File: config.mk
export PLATFORM = sky130hd
export DESIGN_NAME = binary_min_heap_queue_core
export DESIGN_NICKNAME = d
export VERILOG_FILES = /design/src/bmhq_pkg.sv /design/src/bmhq_ram.sv /design/src/bmhq_ctrl.sv /design/src/bmhq_dp.sv /design/src/binary_min_heap_queue_core.sv
export SDC_FILE = /design/constraint.sdc
export NUM_CORES = 2
export LEC_CHECK = 0
export BUFFER_PORTS_ARGS = -buffer_cell sky130_fd_sc_hd__buf_2
export CORE_AREA = 2 2 485 487
export DETAILED_ROUTE_END_ITERATION = 10
export DIE_AREA = 0 0 487 489
export GPL_ROUTABILITY_DRIVEN = 0
export SYNTH_ARGS = -nofsm -noshare
export SYNTH_HDL_FRONTEND = slang
export SYNTH_SLANG_ARGS = --single-unit
File: constraint.sdc
create_clock -name clk -period 19.1 [get_ports clk]
set_clock_uncertainty 0.15 [all_clocks]
set_input_delay 3.82 -clock clk [delete_from_list [all_inputs] [get_ports clk]]
set_output_delay 3.82 -clock clk [all_outputs]
set_load 0.02 [all_outputs]
File: src/bmhq_pkg.sv
// ----------------------------------------------------------------------------
// bmhq_pkg
// Shared types and codes of the binary min-heap queue: controller states,
// result status codes and the command and status groups that pass between
// the controller and the datapath.
// ----------------------------------------------------------------------------
package bmhq_pkg;

    // Result status codes
    localparam logic [1:0] ST_OK    = 2'd0;
    localparam logic [1:0] ST_FULL  = 2'd1;
    localparam logic [1:0] ST_EMPTY = 2'd2;

    // Key reported as removed on an insert or a failed remove
    localparam logic signed [31:0] NO_KEY = -32'sd1;

    typedef enum logic [3:0] {
        S_IDLE,
        S_DISPATCH,
        S_UP_CHECK,
        S_UP_CMP,
        S_DOWN_LAST,
        S_DOWN_CHECK,
        S_DOWN_LEFT,
        S_DOWN_RIGHT,
        S_FINISH
    } state_t;

    // Read address selection
    typedef enum logic [1:0] {
        RD_LAST,
        RD_PARENT,
        RD_LEFT,
        RD_RIGHT
    } rd_sel_t;

    // Candidate the moving key is compared against
    typedef enum logic [1:0] {
        CAND_PARENT,
        CAND_ONE,
        CAND_PAIR
    } cand_sel_t;

    typedef struct packed {
        logic      load_in;
        logic      start_ins;
        logic      start_rem;
        logic      set_full;
        logic      set_empty;
        logic      take_last;
        logic      latch_left;
        logic      place;
        logic      step;
        logic      load_out;
        rd_sel_t   rd_sel;
        cand_sel_t cand_sel;
    } ctrl_cmd_t;

    typedef struct packed {
        logic is_remove;
        logic full;
        logic empty;
        logic one_left;
        logic pos_zero;
        logic no_left;
        logic has_right;
        logic stop;
    } dp_stat_t;

endpackage

File: src/bmhq_ram.sv
// ----------------------------------------------------------------------------
// bmhq_ram
// Generic simple dual-port RAM: one write port, one read port with a
// registered read.
// ----------------------------------------------------------------------------
module bmhq_ram #(
    parameter int WIDTH = 32,
    parameter int DEPTH = 64
) (
    input  logic                     clk,
    input  logic                     we,
    input  logic [$clog2(DEPTH)-1:0] waddr,
    input  logic [WIDTH-1:0]         wdata,
    input  logic [$clog2(DEPTH)-1:0] raddr,
    output logic [WIDTH-1:0]         rdata
);

    logic [WIDTH-1:0] mem_reg [DEPTH];
    logic [WIDTH-1:0] rdata_reg;

    always_ff @(posedge clk)
    begin
        if (we)
        begin
            mem_reg[waddr] <= wdata;
        end
        rdata_reg <= mem_reg[raddr];
    end

    assign rdata = rdata_reg;

endmodule

File: src/bmhq_ctrl.sv
// ----------------------------------------------------------------------------
// bmhq_ctrl
// Controller of the heap queue: sequences dispatch, sift-up and sift-down
// steps and owns both handshakes.
// ----------------------------------------------------------------------------
module bmhq_ctrl (
    input  logic                 clk,
    input  logic                 rst_n,
    input  logic                 in_valid,
    output logic                 in_stall,
    output logic                 out_valid,
    input  logic                 out_stall,
    input  bmhq_pkg::dp_stat_t   stat,
    output bmhq_pkg::ctrl_cmd_t  cmd
);

    bmhq_pkg::state_t state_reg;
    bmhq_pkg::state_t state_next;
    logic             out_valid_reg;
    logic             out_valid_next;
    logic             out_free;

    // Output slot is free when empty or being taken this cycle
    assign out_free = !out_valid_reg || !out_stall;

    always_ff @(posedge clk or negedge rst_n)
    begin
        if (!rst_n)
        begin
            state_reg     <= bmhq_pkg::S_IDLE;
            out_valid_reg <= 1'b0;
        end
        else
        begin
            state_reg     <= state_next;
            out_valid_reg <= out_valid_next;
        end
    end

    // Next state
    always_comb
    begin
        state_next = state_reg;
        case (state_reg)
            bmhq_pkg::S_IDLE:
            begin
                if (in_valid)
                begin
                    state_next = bmhq_pkg::S_DISPATCH;
                end
            end
            bmhq_pkg::S_DISPATCH:
            begin
                if (!stat.is_remove)
                begin
                    state_next = stat.full ? bmhq_pkg::S_FINISH : bmhq_pkg::S_UP_CHECK;
                end
                else if (stat.empty || stat.one_left)
                begin
                    state_next = bmhq_pkg::S_FINISH;
                end
                else
                begin
                    state_next = bmhq_pkg::S_DOWN_LAST;
                end
            end
            bmhq_pkg::S_UP_CHECK:
            begin
                state_next = stat.pos_zero ? bmhq_pkg::S_FINISH : bmhq_pkg::S_UP_CMP;
            end
            bmhq_pkg::S_UP_CMP:
            begin
                state_next = stat.stop ? bmhq_pkg::S_FINISH : bmhq_pkg::S_UP_CHECK;
            end
            bmhq_pkg::S_DOWN_LAST:
            begin
                state_next = bmhq_pkg::S_DOWN_CHECK;
            end
            bmhq_pkg::S_DOWN_CHECK:
            begin
                state_next = stat.no_left ? bmhq_pkg::S_FINISH : bmhq_pkg::S_DOWN_LEFT;
            end
            bmhq_pkg::S_DOWN_LEFT:
            begin
                if (stat.has_right)
                begin
                    state_next = bmhq_pkg::S_DOWN_RIGHT;
                end
                else
                begin
                    state_next = stat.stop ? bmhq_pkg::S_FINISH : bmhq_pkg::S_DOWN_CHECK;
                end
            end
            bmhq_pkg::S_DOWN_RIGHT:
            begin
                state_next = stat.stop ? bmhq_pkg::S_FINISH : bmhq_pkg::S_DOWN_CHECK;
            end
            bmhq_pkg::S_FINISH:
            begin
                if (out_free)
                begin
                    state_next = bmhq_pkg::S_IDLE;
                end
            end
            default:
            begin
                state_next = bmhq_pkg::S_IDLE;
            end
        endcase
    end

    // Outputs
    always_comb
    begin
        cmd          = '0;
        cmd.rd_sel   = bmhq_pkg::RD_PARENT;
        cmd.cand_sel = bmhq_pkg::CAND_PARENT;
        in_stall     = 1'b1;
        case (state_reg)
            bmhq_pkg::S_IDLE:
            begin
                in_stall    = 1'b0;
                cmd.load_in = in_valid;
            end
            bmhq_pkg::S_DISPATCH:
            begin
                if (!stat.is_remove)
                begin
                    cmd.set_full  = stat.full;
                    cmd.start_ins = !stat.full;
                end
                else
                begin
                    cmd.set_empty = stat.empty;
                    cmd.start_rem = !stat.empty;
                    cmd.rd_sel    = bmhq_pkg::RD_LAST;
                end
            end
            bmhq_pkg::S_UP_CHECK:
            begin
                cmd.place  = stat.pos_zero;
                cmd.rd_sel = bmhq_pkg::RD_PARENT;
            end
            bmhq_pkg::S_UP_CMP:
            begin
                cmd.step     = 1'b1;
                cmd.cand_sel = bmhq_pkg::CAND_PARENT;
            end
            bmhq_pkg::S_DOWN_LAST:
            begin
                cmd.take_last = 1'b1;
            end
            bmhq_pkg::S_DOWN_CHECK:
            begin
                cmd.place  = stat.no_left;
                cmd.rd_sel = bmhq_pkg::RD_LEFT;
            end
            bmhq_pkg::S_DOWN_LEFT:
            begin
                cmd.latch_left = 1'b1;
                cmd.rd_sel     = bmhq_pkg::RD_RIGHT;
                cmd.step       = !stat.has_right;
                cmd.cand_sel   = bmhq_pkg::CAND_ONE;
            end
            bmhq_pkg::S_DOWN_RIGHT:
            begin
                cmd.step     = 1'b1;
                cmd.cand_sel = bmhq_pkg::CAND_PAIR;
            end
            bmhq_pkg::S_FINISH:
            begin
                cmd.load_out = out_free;
            end
            default:
            begin
                in_stall = 1'b1;
            end
        endcase
    end

    always_comb
    begin
        if (cmd.load_out)
        begin
            out_valid_next = 1'b1;
        end
        else
        begin
            out_valid_next = out_valid_reg && out_stall;
        end
    end

    assign out_valid = out_valid_reg;

endmodule

File: src/bmhq_dp.sv
// ----------------------------------------------------------------------------
// bmhq_dp
// Datapath of the heap queue: key store, fill count, root copy, moving key,
// hole position, compare logic and the result register.
// ----------------------------------------------------------------------------
module bmhq_dp #(
    parameter int DEPTH = 64
) (
    input  logic                       clk,
    input  logic                       rst_n,
    input  bmhq_pkg::ctrl_cmd_t        cmd,
    output bmhq_pkg::dp_stat_t         stat,
    input  logic                       mode,
    input  logic signed [31:0]         key,
    output logic [1:0]                 status,
    output logic signed [31:0]         removed_key,
    output logic signed [31:0]         min_key,
    output logic [6:0]                 count
);

    localparam int AW = $clog2(DEPTH);
    localparam int CW = $clog2(DEPTH + 1);
    localparam int IW = AW + 2;

    logic [CW-1:0]        cnt_reg;
    logic [CW-1:0]        cnt_next;
    logic signed [31:0]   root_reg;
    logic signed [31:0]   key_reg;
    logic signed [31:0]   child_reg;
    logic [AW-1:0]        pos_reg;
    logic                 mode_reg;
    logic [1:0]           res_status_reg;
    logic signed [31:0]   removed_reg;
    logic [1:0]           out_status_reg;
    logic signed [31:0]   out_removed_reg;
    logic signed [31:0]   out_min_reg;
    logic [6:0]           out_count_reg;

    logic [IW-1:0]        left_idx;
    logic [IW-1:0]        right_idx;
    logic [IW-1:0]        cnt_ext;
    logic [AW-1:0]        parent_idx;
    logic [CW-1:0]        cnt_minus;
    logic signed [31:0]   rd_key;
    logic [31:0]          ram_rdata;
    logic signed [31:0]   cand_val;
    logic [AW-1:0]        cand_idx;
    logic                 key_less;
    logic                 stop;
    logic                 ram_we;
    logic [AW-1:0]        ram_raddr;
    logic signed [31:0]   ram_wdata;

    bmhq_ram #(
        .WIDTH (32),
        .DEPTH (DEPTH)
    ) u_store (
        .clk   (clk),
        .we    (ram_we),
        .waddr (pos_reg),
        .wdata (ram_wdata),
        .raddr (ram_raddr),
        .rdata (ram_rdata)
    );

    assign rd_key     = $signed(ram_rdata);
    assign left_idx   = {1'b0, pos_reg, 1'b1};
    assign right_idx  = left_idx + IW'(1);
    assign cnt_ext    = IW'(cnt_reg);
    assign parent_idx = (pos_reg - AW'(1)) >> 1;
    assign cnt_minus  = cnt_reg - CW'(1);

    // Pick the key the moving key is tested against
    always_comb
    begin
        case (cmd.cand_sel)
            bmhq_pkg::CAND_PARENT:
            begin
                cand_val = rd_key;
                cand_idx = parent_idx;
            end
            bmhq_pkg::CAND_ONE:
            begin
                cand_val = rd_key;
                cand_idx = left_idx[AW-1:0];
            end
            bmhq_pkg::CAND_PAIR:
            begin
                // Take the right child on a tie
                if (child_reg < rd_key)
                begin
                    cand_val = child_reg;
                    cand_idx = left_idx[AW-1:0];
                end
                else
                begin
                    cand_val = rd_key;
                    cand_idx = right_idx[AW-1:0];
                end
            end
            default:
            begin
                cand_val = rd_key;
                cand_idx = parent_idx;
            end
        endcase
    end

    assign key_less = key_reg < cand_val;
    assign stop     = (cmd.cand_sel == bmhq_pkg::CAND_PARENT) ? !key_less : key_less;

    always_comb
    begin
        case (cmd.rd_sel)
            bmhq_pkg::RD_LAST:   ram_raddr = cnt_minus[AW-1:0];
            bmhq_pkg::RD_PARENT: ram_raddr = parent_idx;
            bmhq_pkg::RD_LEFT:   ram_raddr = left_idx[AW-1:0];
            bmhq_pkg::RD_RIGHT:  ram_raddr = right_idx[AW-1:0];
            default:             ram_raddr = parent_idx;
        endcase
    end

    // Write the moving key when it settles, else move the candidate into the hole
    assign ram_we    = cmd.place || cmd.step;
    assign ram_wdata = (cmd.place || stop) ? key_reg : cand_val;

    always_comb
    begin
        cnt_next = cnt_reg;
        if (cmd.start_ins)
        begin
            cnt_next = cnt_reg + CW'(1);
        end
        else if (cmd.start_rem)
        begin
            cnt_next = cnt_minus;
        end
    end

    always_ff @(posedge clk or negedge rst_n)
    begin
        if (!rst_n)
        begin
            cnt_reg <= '0;
        end
        else
        begin
            cnt_reg <= cnt_next;
        end
    end

    always_ff @(posedge clk)
    begin
        if (ram_we && (pos_reg == '0))
        begin
            root_reg <= ram_wdata;
        end
        if (cmd.load_in)
        begin
            mode_reg <= mode;
            key_reg  <= key;
        end
        if (cmd.start_ins)
        begin
            pos_reg        <= cnt_reg[AW-1:0];
            res_status_reg <= bmhq_pkg::ST_OK;
            removed_reg    <= bmhq_pkg::NO_KEY;
        end
        if (cmd.set_full)
        begin
            res_status_reg <= bmhq_pkg::ST_FULL;
            removed_reg    <= bmhq_pkg::NO_KEY;
        end
        if (cmd.set_empty)
        begin
            res_status_reg <= bmhq_pkg::ST_EMPTY;
            removed_reg    <= bmhq_pkg::NO_KEY;
        end
        if (cmd.start_rem)
        begin
            res_status_reg <= bmhq_pkg::ST_OK;
            removed_reg    <= root_reg;
        end
        if (cmd.take_last)
        begin
            key_reg <= rd_key;
            pos_reg <= '0;
        end
        if (cmd.latch_left)
        begin
            child_reg <= rd_key;
        end
        if (cmd.step && !stop)
        begin
            pos_reg <= cand_idx;
        end
        if (cmd.load_out)
        begin
            out_status_reg  <= res_status_reg;
            out_removed_reg <= removed_reg;
            out_min_reg     <= (cnt_reg != '0) ? root_reg : 32'sd0;
            out_count_reg   <= 7'(cnt_reg);
        end
    end

    assign stat.is_remove = mode_reg;
    assign stat.full      = (cnt_reg == CW'(DEPTH));
    assign stat.empty     = (cnt_reg == '0);
    assign stat.one_left  = (cnt_reg == CW'(1));
    assign stat.pos_zero  = (pos_reg == '0);
    assign stat.no_left   = (left_idx >= cnt_ext);
    assign stat.has_right = (right_idx < cnt_ext);
    assign stat.stop      = stop;

    assign status      = out_status_reg;
    assign removed_key = out_removed_reg;
    assign min_key     = out_min_reg;
    assign count       = out_count_reg;

endmodule

File: src/binary_min_heap_queue_core.sv
// ----------------------------------------------------------------------------
// binary_min_heap_queue_core
// Binary min-heap priority queue of signed 32-bit keys, one insert or one
// remove-minimum per request, with one result per request.
// ----------------------------------------------------------------------------
// Usage:
//   Input channel (in_valid / in_stall, mode, key): mode 0 inserts key,
//   mode 1 removes the minimum. The block takes one request at a time and
//   holds in_stall high while a request is in work.
//   Output channel (out_valid / out_stall, status, removed_key, min_key,
//   count): one result per request, held in an output register, so the next
//   request is taken while a result still waits for the receiver.
//   A dropped insert, a failed remove and the remove of the last key go
//   from dispatch straight to finish. An insert climbs one level per parent
//   read and compare; a remove first moves the last key to the root, then
//   visits one level per read of the left child and, if present, the right
//   child. After finish the controller returns to idle, where it takes the
//   next request. The key store has one read port with a registered read.
//   Reset empties the queue at once (fill count to zero); the key store is
//   not cleared, as entries at or beyond the count are never used.
//   When the receiver stalls, the finished result holds and the request
//   behind it waits in its last step until the output register frees.
// ----------------------------------------------------------------------------
module binary_min_heap_queue_core #(
    parameter int DEPTH = 64
) (
    input  logic               clk,
    input  logic               rst_n,
    input  logic               in_valid,
    output logic               in_stall,
    input  logic               mode,
    input  logic signed [31:0] key,
    output logic               out_valid,
    input  logic               out_stall,
    output logic [1:0]         status,
    output logic signed [31:0] removed_key,
    output logic signed [31:0] min_key,
    output logic [6:0]         count
);

    // Commands from the controller, status back from the datapath
    bmhq_pkg::ctrl_cmd_t cmd;
    bmhq_pkg::dp_stat_t  stat;

    // Controller: handshakes and the sift sequence
    bmhq_ctrl u_ctrl (
        .clk       (clk),
        .rst_n     (rst_n),
        .in_valid  (in_valid),
        .in_stall  (in_stall),
        .out_valid (out_valid),
        .out_stall (out_stall),
        .stat      (stat),
        .cmd       (cmd)
    );

    // Datapath: key store, fill count, compare and the result register
    bmhq_dp #(
        .DEPTH (DEPTH)
    ) u_dp (
        .clk         (clk),
        .rst_n       (rst_n),
        .cmd         (cmd),
        .stat        (stat),
        .mode        (mode),
        .key         (key),
        .status      (status),
        .removed_key (removed_key),
        .min_key     (min_key),
        .count       (count)
    );

endmodule

==> flow_metrics.py <==
metrics = {
    "logic_synthesis": {
        "ys_ff_latch": 2302,
        "synthArstFlopShare_pct": 0.521,
        "synth.avg_cell_area_um2": 12.8,
        "yosysTopAreaCellShare_pct": 72.9,
        "synthAdderAreaFrac_pct": 1.10,
        "synth_edf_count": 2256,
        "synth-simple-area-share_pct": 17.3,
        "synth-seq-area-share_pct": 74.0,
        "synth_area_leaders": "edfxtp_1 73%, nand2_1 8.8%, nand3_1 4.8%, and3_1 1.4%, ha_1 1.1%",
        "ys.flop_type": "edfxtp_1",
        "yosysTopAreaCell": "edfxtp_1",
        "synth_xor_area_share_pct": 0.189,
        "synth_compound_gate_area_share_pct": 4.24,
        "synth_top_family_by_area": "simple AND/OR/NAND/NOR gates",
        "yosysWarnings": 0,
        "syn_nets": 7369,
        "synthMuxAreaShare_pct": 0.765,
        "ys_types": 87,
        "syn_inst": 7250,
        "syn_area_um2": 92900,
    },
    "detailed_routing": {
        "via_per_inst": 5.89,
        "vias": 62300,
        "wirelength_mm": 304,
        "drcViolationCount": 0,
        "initialDrtViolationCount": 9580,
        "drtPass1Iterations": 8,
        "wl_per_cell_um": 28.7,
        "detail-route-antenna-nets": 0,
    },
    "grt": {
        "track_usage_pct": 24.9,
        "grt_pass1_vias": 56800,
        "overflow": 0,
        "grt_first_pass_wirelength_mm": 427,
        "antenna_found_initial": 31,
        "grt_max_degree": 188,
    },
    "hold_path": {
        "hold_class": "reg -> reg",
    },
    "setup_path": {
        "critPathLaunchType": "flop",
        "required_ns": 19.51,
        "critical_path_class": "reg -> reg",
        "cp.arrival_ns": 8.36,
        "end_kind": "flop",
        "cp_max_fo": 52,
    },
    "placement": {
        "hpwl_mm": 162,
        "portBuffers": 111,
    },
    "floorplan": {
        "die_h_um": 489,
        "ios": 112,
        "die-area_um2": 238000,
        "die_x_um": 487,
        "coreArea_um2": 234000,
        "start_util_pct": 39.8,
        "rows": 178,
    },
    "timing": {
        "grt_setup_unrepaired": "no",
        "fin_crit_sh_pct": 41.6,
        "fin_crit_ns": 7.95,
        "slew-limit-headroom_pct": 5.78,
        "fin_tns_setup_ns": 0,
        "fmax_mhz": 126,
        "worstMarginPinSlew_ns": 1.41,
        "setup_viol": 0,
        "hold_viol": 0,
        "drv_slew": 0,
    },
    "cts": {
        "cts_inserted_buffers": 224,
        "clock_sink_count": 2302,
        "post_cts_buffers": 0,
        "cts_tree": "built",
        "cts.path.max_buffers": 3,
        "cts.repair.resized": 0,
        "cts_hold_buf": 0,
        "clockRootBuffer": "clkbuf_16",
        "clk_pin_slew_ns": 0.06,
        "clock_latency_ns": 0.87,
        "cts_htree_levels": 4,
    },
    "finish": {
        "nets": 7447,
        "final_common_cell": "edfxtp_1",
        "regArea_um2": 68700,
        "multiInputGateArea_um2": 22900,
        "largest_reg_flops": 2048,
        "drive_gt1_share_pct": 9.99,
        "area_growth_pct": 12.7,
        "final_cell_mix": "2256 x edfxtp_1, 2180 x nand2_1, 893 x nand3_1",
        "fillers": 20600,
    },
    "flow_run": {
        "maxCapViolCount": 0,
    },
    "status": {
        "status": "finished clean",
    },
}
stage by stage:
step	setup WS (ns)	utilization, %	cells	area, µm²	hold slack [ns]
after floorplan	11.14	-	7250	92900	0.250
after detailed placement	11.26	41.9	10200	97800	0.255
final	11.15	44.8	10600	105000	0.244
after global routing	10.78	44.8	10600	105000	0.251
after global placement	11.47	41.9	10200	97800	0.253
after CTS	11.21	44.8	10600	105000	0.243
logic make-up (layout without fill, tap and decap cells):
logic type / Yosys count / after routing
DFF: 2302 / 2302
adders and majority gates: 82 / 82
xor gates and xnor gates: 20 / 20
and+or+nand+nor: 3646 / 3646
muxes: 71 / 71
AOI/OAI and AO/OA: 605 / 605
other: 0 / 7
buffers and inverters: 524 / 782
critical path: stages (launching register included):
cell	delay (ns)
dfxtp_1	0.35
inv_1	0.07
ha_1	0.33
nand4_1	0.19
or4_1	0.60
o32ai_1	0.49
o21a_1	0.24
nor3_2	0.12
nand2_2	0.29
buf_4	0.47
mux2i_1	0.42
ha_1	0.20
nand2_1	0.05
nor2_1	0.19
nand2_1	0.08
nor4_1	0.43
nor4bb_1	0.50
a211oi_2	0.22
nor3_4	0.17
buf_4	0.70
mux2i_4	0.69
buf_4	0.58
path summary, 6_finish.rpt:
path	depth (start not counted)	startpoint	to	slack [ns]
max	21	u_dp.u_store.rdata[15]	u_dp.u_store.mem_reg[23][11]	11.15
min	0	u_dp.removed_reg[10]	u_dp.removed_key[10]	0.24
max reg2reg	21	u_dp.u_store.rdata[15]	u_dp.u_store.mem_reg[23][11]	11.15
min reg2reg	0	u_dp.removed_reg[10]	u_dp.removed_key[10]	0.24
max in group asynchronous	1	rst_n	u_ctrl.state_reg[0]	15.83
min in group asynchronous	1	rst_n	u_dp.cnt_reg[6]	2.73
final cells by class:
| type | instances | share of cell area (%) |
|---|---|---|
| Tap cell | 3060 | 3.66 |
| Multi-Input combinational cell | 4424 | 21.9 |
| Sequential cell | 2302 | 65.6 |
| Inverter | 82 | 0.296 |
| Clock buffer | 288 | 5.74 |
| Antenna cell | 7 | 0.0167 |
| Clock inverter | 118 | 0.846 |
| Timing Repair Buffer | 294 | 1.93 |
metal layers:
| metal | track usage (%) | vias to the layer above | routed length (µm) |
|---|---|---|---|
| li1 | - | 26500 | - |
| met4 | 10.9 | 20 | 14300 |
| met1 | 35.2 | 31300 | 120000 |
| met5 | 0.866 | - | 414 |
| met2 | 37.2 | 3795 | 134000 |
| met3 | 5.14 | 593 | 35000 |
cell usage after synthesis, drive strengths merged (4+ instances only):
| library cell | instances |
|---|---|
| dfrtp | 12 |
| nor4 | 72 |
| inv | 81 |
| edfxtp | 2256 |
| and4 | 18 |
| a21o | 9 |
| a31oi | 127 |
| a21oi | 181 |
| o2bb2ai | 18 |
| and3 | 206 |
| o221ai | 19 |
| o211ai | 5 |
| nand3b | 9 |
| or3 | 6 |
| nand3 | 894 |
| o31ai | 5 |
| a2111oi | 5 |
| nand2b | 40 |
| mux2i | 71 |
| nor2b | 4 |
| xor2 | 6 |
| nor3 | 25 |
| o22ai | 32 |
| a211oi | 5 |
| a311oi | 50 |
| ha | 82 |
| o21a | 7 |
| o2111ai | 12 |
| clkbuf | 213 |
| xnor2 | 14 |
| and2 | 34 |
| nand4 | 20 |
| nor2 | 114 |
| buf | 229 |
| dfxtp | 34 |
| o21ai | 86 |
| a21boi | 17 |
| nand2 | 2185 |
| or4 | 5 |
Power is left out: the tool's default activity adds up to more than one toggle a clock period on the data nets, which glitch-free logic cannot reach.
